File: src/rtl/core/fbpc_pkg.sv
// Shared types and constants for the frustum cull block.
`default_nettype none
package fbpc_pkg;
  localparam int NumPlaneRegs = 6;
  localparam int CfgIdxW = 3;
  localparam int CoordW = 32;
  localparam int DistW = 52;

  localparam logic OP_CHUNK = 1'b0;
  localparam logic OP_POINT = 1'b1;

  // Classified word handed from front to back.
  typedef struct packed {
    logic              is_point;
    logic [CoordW-1:0] x0;
    logic [CoordW-1:0] y0;
    logic [CoordW-1:0] z0;
  } fbpc_item_t;

  typedef struct packed {
    logic signed [13:0] nx;
    logic signed [13:0] ny;
    logic signed [13:0] nz;
    logic signed [21:0] d;
  } fbpc_plane_t;

  function automatic fbpc_plane_t fbpc_unpack(input logic [63:0] r);
    fbpc_plane_t p;
    p.nx = r[13:0];
    p.ny = r[27:14];
    p.nz = r[41:28];
    p.d  = r[63:42];
    return p;
  endfunction
endpackage
`default_nettype wire

File: src/rtl/core/fbpc_front.sv
// Front end: accepts words, forms base coordinates, holds a two-entry queue.
`default_nettype none
module fbpc_front import fbpc_pkg::*; #(
  parameter int CHUNK_WIDTH = 32
) (
  input  wire logic              clk,
  input  wire logic              rst_n,
  input  wire logic              in_valid,
  output logic                   in_stall,
  input  wire logic              in_op,
  input  wire logic signed [15:0] in_chunk_x,
  input  wire logic signed [15:0] in_chunk_z,
  input  wire logic signed [20:0] in_point_x,
  input  wire logic signed [20:0] in_point_y,
  input  wire logic signed [20:0] in_point_z,
  output logic                   q_valid,
  input  wire logic              q_take,
  output fbpc_item_t             q_item
);
  fbpc_item_t mem_r [2];
  logic       wp_r, rp_r;
  logic [1:0] cnt_r;
  fbpc_item_t cls;
  logic       push, pop;

  always_comb begin
    cls.is_point = (in_op == OP_POINT);
    if (in_op == OP_POINT) begin
      cls.x0 = CoordW'(in_point_x);
      cls.y0 = CoordW'(in_point_y);
      cls.z0 = CoordW'(in_point_z);
    end else begin
      cls.x0 = CoordW'(signed'(in_chunk_x) * signed'(CoordW'(CHUNK_WIDTH)));
      cls.y0 = '0;
      cls.z0 = CoordW'(signed'(in_chunk_z) * signed'(CoordW'(CHUNK_WIDTH)));
    end
  end

  assign in_stall = (cnt_r == 2'd2);
  assign push = in_valid && !in_stall;
  assign q_valid = (cnt_r != 2'd0);
  assign pop = q_valid && q_take;
  assign q_item = mem_r[rp_r];

  always_ff @(posedge clk) begin
    if (push) mem_r[wp_r] <= cls;
    if (!rst_n) begin
      wp_r <= 1'b0; rp_r <= 1'b0; cnt_r <= 2'd0;
    end else begin
      if (push) wp_r <= !wp_r;
      if (pop) rp_r <= !rp_r;
      cnt_r <= cnt_r + 2'(push) - 2'(pop);
    end
  end

  always_ff @(posedge clk) begin
    if (rst_n) begin
      assert (cnt_r <= 2'd2) else $error("queue overflow");
    end
  end
  property p_no_push_full;
    @(posedge clk) disable iff (!rst_n) (cnt_r == 2'd2) |-> !push;
  endproperty
  a_no_push_full: assert property (p_no_push_full) else $error("push into full queue");
  property p_cnt_up;
    @(posedge clk) disable iff (!rst_n) (push && !pop) |=> (cnt_r == $past(cnt_r) + 2'd1);
  endproperty
  a_cnt_up: assert property (p_cnt_up) else $error("count slip");
  property p_ptr;
    @(posedge clk) disable iff (!rst_n) (cnt_r == 2'd0) |-> (wp_r == rp_r);
  endproperty
  a_ptr: assert property (p_ptr) else $error("pointer mismatch");
endmodule
`default_nettype wire

File: config.mk
export PLATFORM = sky130hd
export DESIGN_NAME = fbpc_front
export DESIGN_NICKNAME = d
export VERILOG_FILES = /design/src/rtl/core/fbpc_pkg.sv /design/src/rtl/core/fbpc_front.sv
export SDC_FILE = /design/constraint.sdc
export NUM_CORES = 1
export LEC_CHECK = 0
export ABC_CLOCK_PERIOD_IN_PS = 6400
export BUFFER_PORTS_ARGS = -buffer_cell sky130_fd_sc_hd__buf_2
export CAP_MARGIN = 20
export CORE_MARGIN = 5
export CORE_UTILIZATION = 55
export CTS_CLUSTER_DIAMETER = 30
export DETAILED_ROUTE_END_ITERATION = 10
export GPL_TIMING_DRIVEN = 0
export PLACE_DENSITY = 0.86
export SYNTH_ARGS = -nofsm -noshare
export SYNTH_HDL_FRONTEND = slang
export SYNTH_SLANG_ARGS = --single-unit
File: constraint.sdc
create_clock -name clk -period 6.4 [get_ports clk]
set_input_delay 0.64 -clock clk [delete_from_list [all_inputs] [get_ports clk]]
set_output_delay 0.64 -clock clk [all_outputs]
set_load 0.03 [all_outputs]
==> results list <==
* Max Fanout on Critical Path: 12
* Fraction of layout instances using a drive strength above 1: 66.1%
- Summed over all nets, wire length on met2 after detailed routing comes to 6080 um.
- In the routed design, unresolved DRC markers number 0.
- In the final routed layout, each cell accounts on average for 16.3 um.
- The tree built by TritonCTS fans out to 133 sinks.
- The worst path uses 39.5% of the clock period.
- Across the VDD grid, the largest voltage drop is 0.343 mV.
- Peak clock frequency supported by timing: 395 MHz
- Detailed Route WL: 11,500 um
- Clock tree from TritonCTS: built
- Entering global routing, the biggest net connects 65 pins.
* Slowest Stage Delay on Critical Path: 0.36 ns
* Final Worst Setup Slack: 3.87 ns
- Post-synthesis instance area: 6030 sq um
- The count of final max-slew check failures is 0.
- Number of hold violations in the final report: 0
- Count of endpoints failing setup in the final report: 0
- Synthesis produced a netlist whose cell count is 329.
- Maximum clock insertion buffer count: 2
- Remaining antenna violation count after routing: 0
- Measured along the x axis, the die boundary spans 115 um.
- At the pin with the least slew margin, the transition time is 0.914 ns.
- Once detailed placement completed, the half-perimeter wirelength came to 8240 um.
- Synth-to-Final Area Change: 29.4%
* Avg Vias per Cell: 4.89
* Root cell of the clock tree: sky130_fd_sc_hd__clkbuf_8
* Post-cts resize count: 0
- Post-layout nets: 650
- Routability-driven placement finished with a final weighted congestion of 0.735.
* Number of global-route vias before repair: 3,812
- Data on the critical path is required at its endpoint by 5.76 ns.
- CTS clk-pin slew, worst paths: 0.06 ns
- The number of clock buffers added by TritonCTS is 17.
- Avg Synthesized Cell Area: 18.3 sq um
- First drt pass iteration count: 5
- After detailed routing, the wire length on met1 is 4390 um.
* Clock tree skew after final layout: 0.0144 ns
- 199 I/O pins were placed.
* ANT cells: 0
* Seq/Total Area, Yosys: 65.4%
* Area of the multi-input gates: 1650 sq um
* Critical path type: reg2out
* Starting DRC count in detailed routing: 133
- When the netlist entered floorplanning its net count stood at 431.
* Die Span Y: 115 um
- Number of port buffers: 198
* Clk Latency, worst-skew pair: 0.50 ns
- Max_cap viols: 0
* Number of register bits inferred by synthesis: 133
* Number of buffers and inverters on the critical path: 4
- The routed design uses 885 um of met3 wire.
* Unrepaired setup endpoints after global routing: no
* CTS hold repair buffers: 0
* Starting density of the core: 55.8%
* First-pass GRT wire length: 18,000 um
- Area of the placeable core: 10,800 sq um
- Counting distinct cell types in the post-synthesis netlist gives 21.
- The number of setup buffers added after CTS is 0.
* Power density normalized to cell area: 455 nW/um^2
* Critical Path Slowest Stage Cell: sky130_fd_sc_hd__mux2_4
* FP Rows: 38
- Total Die Area: 13,200 sq um
* Arrival time reported for the critical path endpoint: 1.89 ns
- Fill cells in the final layout number 711.
- Timing analysis after detailed placement gives a worst setup slack of 4.37 ns.
* Initial antenna violation count: 0
- Warning count from the yosys run: 0
* Final-layout setup total negative slack: 0 ns
- The flow ran to the end, and the final reports show no timing, DRC or antenna violations.
* Kind of cell with the highest combined delay on the critical path: buffers and inverters
- Headroom to the max-slew limit came out at 39.0%.
- Vias: 3,430
- Registers take 3940 sq um.
- The worst setup path is launched from a flip-flop.
- The worst hold path belongs to the class in2reg.
- In this run the number of H-tree levels came out at 4.
* Time the final worst path needs with I/O delays and setup: 2.53 ns
- In the global route stage, overall resource usage came out at 17.9%.
- Worst-path cell chain: buf_6, buf_12, mux2_4, buf_4, buf_2
- In this run the top signal layer used is met4.
- Gr ovfl total: 0
- Critical path endpoint category: primary output
- The analysis attributes to cell leakage a power of 3.31 nW.
[synth_stat cells]
master,count,area [sq um]
sky130_fd_sc_hd__buf_12,6,120
sky130_fd_sc_hd__clkbuf_1,3,11.3
sky130_fd_sc_hd__inv_1,3,11.3
sky130_fd_sc_hd__xnor2_1,1,8.76
sky130_fd_sc_hd__or2_2,1,6.26
sky130_fd_sc_hd__mux2i_1,1,10.0
sky130_fd_sc_hd__nor3_1,1,5.00
sky130_fd_sc_hd__and3_1,1,6.26
sky130_fd_sc_hd__mux2_2,33,372
sky130_fd_sc_hd__buf_6,5,56.3
sky130_fd_sc_hd__dfxtp_1,5,100
sky130_fd_sc_hd__nor2_1,4,15.0
sky130_fd_sc_hd__o21a_1,1,7.51
sky130_fd_sc_hd__xor2_1,1,8.76
sky130_fd_sc_hd__buf_4,33,248
sky130_fd_sc_hd__mux2_4,63,946
sky130_fd_sc_hd__ha_1,2,25.0
sky130_fd_sc_hd__and2_1,33,206
sky130_fd_sc_hd__edfxtp_1,128,3840
sky130_fd_sc_hd__nand2_1,2,7.51
sky130_fd_sc_hd__nand2b_1,2,12.5
[path summary, 6_finish.rpt]
path             start           end  slack (ns)  depth (start not counted)
min reg2reg       rp_r     flip-flop        0.51                          2
min              in_op  mem_r[1][96]        0.36                          1
max          flip-flop    q_item[94]        3.87                          5
max reg2reg   cnt_r[0]  mem_r[1][49]        4.61                          2
[placed cells by master, fill, tap and decap left out, types with 4 or more instances in the layout]
cell type                    synthesis  layout
sky130_fd_sc_hd__mux2_4             63      63
sky130_fd_sc_hd__dfxtp_1             5       5
sky130_fd_sc_hd__clkbuf_1            3       4
sky130_fd_sc_hd__buf_2               0     198
sky130_fd_sc_hd__mux2_2             33      33
sky130_fd_sc_hd__clkbuf_16           0      16
sky130_fd_sc_hd__clkinvlp_4          0       4
sky130_fd_sc_hd__buf_4              33      33
sky130_fd_sc_hd__buf_12              6       8
sky130_fd_sc_hd__and2_1             33      33
sky130_fd_sc_hd__buf_6               5       5
sky130_fd_sc_hd__edfxtp_1          128     128
[per-stage QoR]
stage               power (W)  cells  utilization [%]  instance area, sq um  hold WS [ns]
finish                0.00355    701             72.3                  7800         0.361
global route          0.00371    701             72.3                  7800         0.341
CTS                   0.00359    701             72.3                  7800         0.335
detailed placement    0.00269    669             67.1                  7250         0.501
global placement      0.00266    667             66.6                  7190         0.464
floorplan             0.00234    329                -                  6030         0.455
[layer usage]
| metal | vias to the layer above | global-route usage, % |
|---|---|---|
| li1 | 1633 | - |
| met1 | 1649 | 20.3 |
| met2 | 140 | 32.4 |
| met3 | 8 | 4.86 |
| met4 | 0 | 5.94 |
| met5 | - | 0 |
[power breakdown]
group / switching [W] / leakage [nW] / total [W] / internal [W]
logic: 0.000866 / 1.80 / 0.00148 / 0.000616
registers: 0.0000413 / 1.25 / 0.00117 / 0.00113
clock network: 0.000341 / 0.259 / 0.000890 / 0.000549
[registers in the layout, summed over array words and instances (netlist names), named ones only]
name / cells
mem_r: 128
cnt_r: 2
rp_r: 1
wp_r: 1
[cell type report]
type                    count  area share, %
plain buffers              47           5.58
repair buffers            200           13.2
well taps                 140           2.25
multi-input cells         146           21.1
flip-flops and latches    133           50.6
clock inverters            14           1.76
inverters                   3          0.144
clock buffers              18           5.36
[kinds of logic after synthesis]
logic type	count (synthesis)	share of synthesized area, %
simple gates	44	4.30
flops	133	65.4
buf+inv	50	7.41
compound gates	1	0.125
xor+xnor	2	0.291
mux	97	22.0
fa+ha+maj	2	0.415
Note: power is estimated with default switching activity, not from simulation.
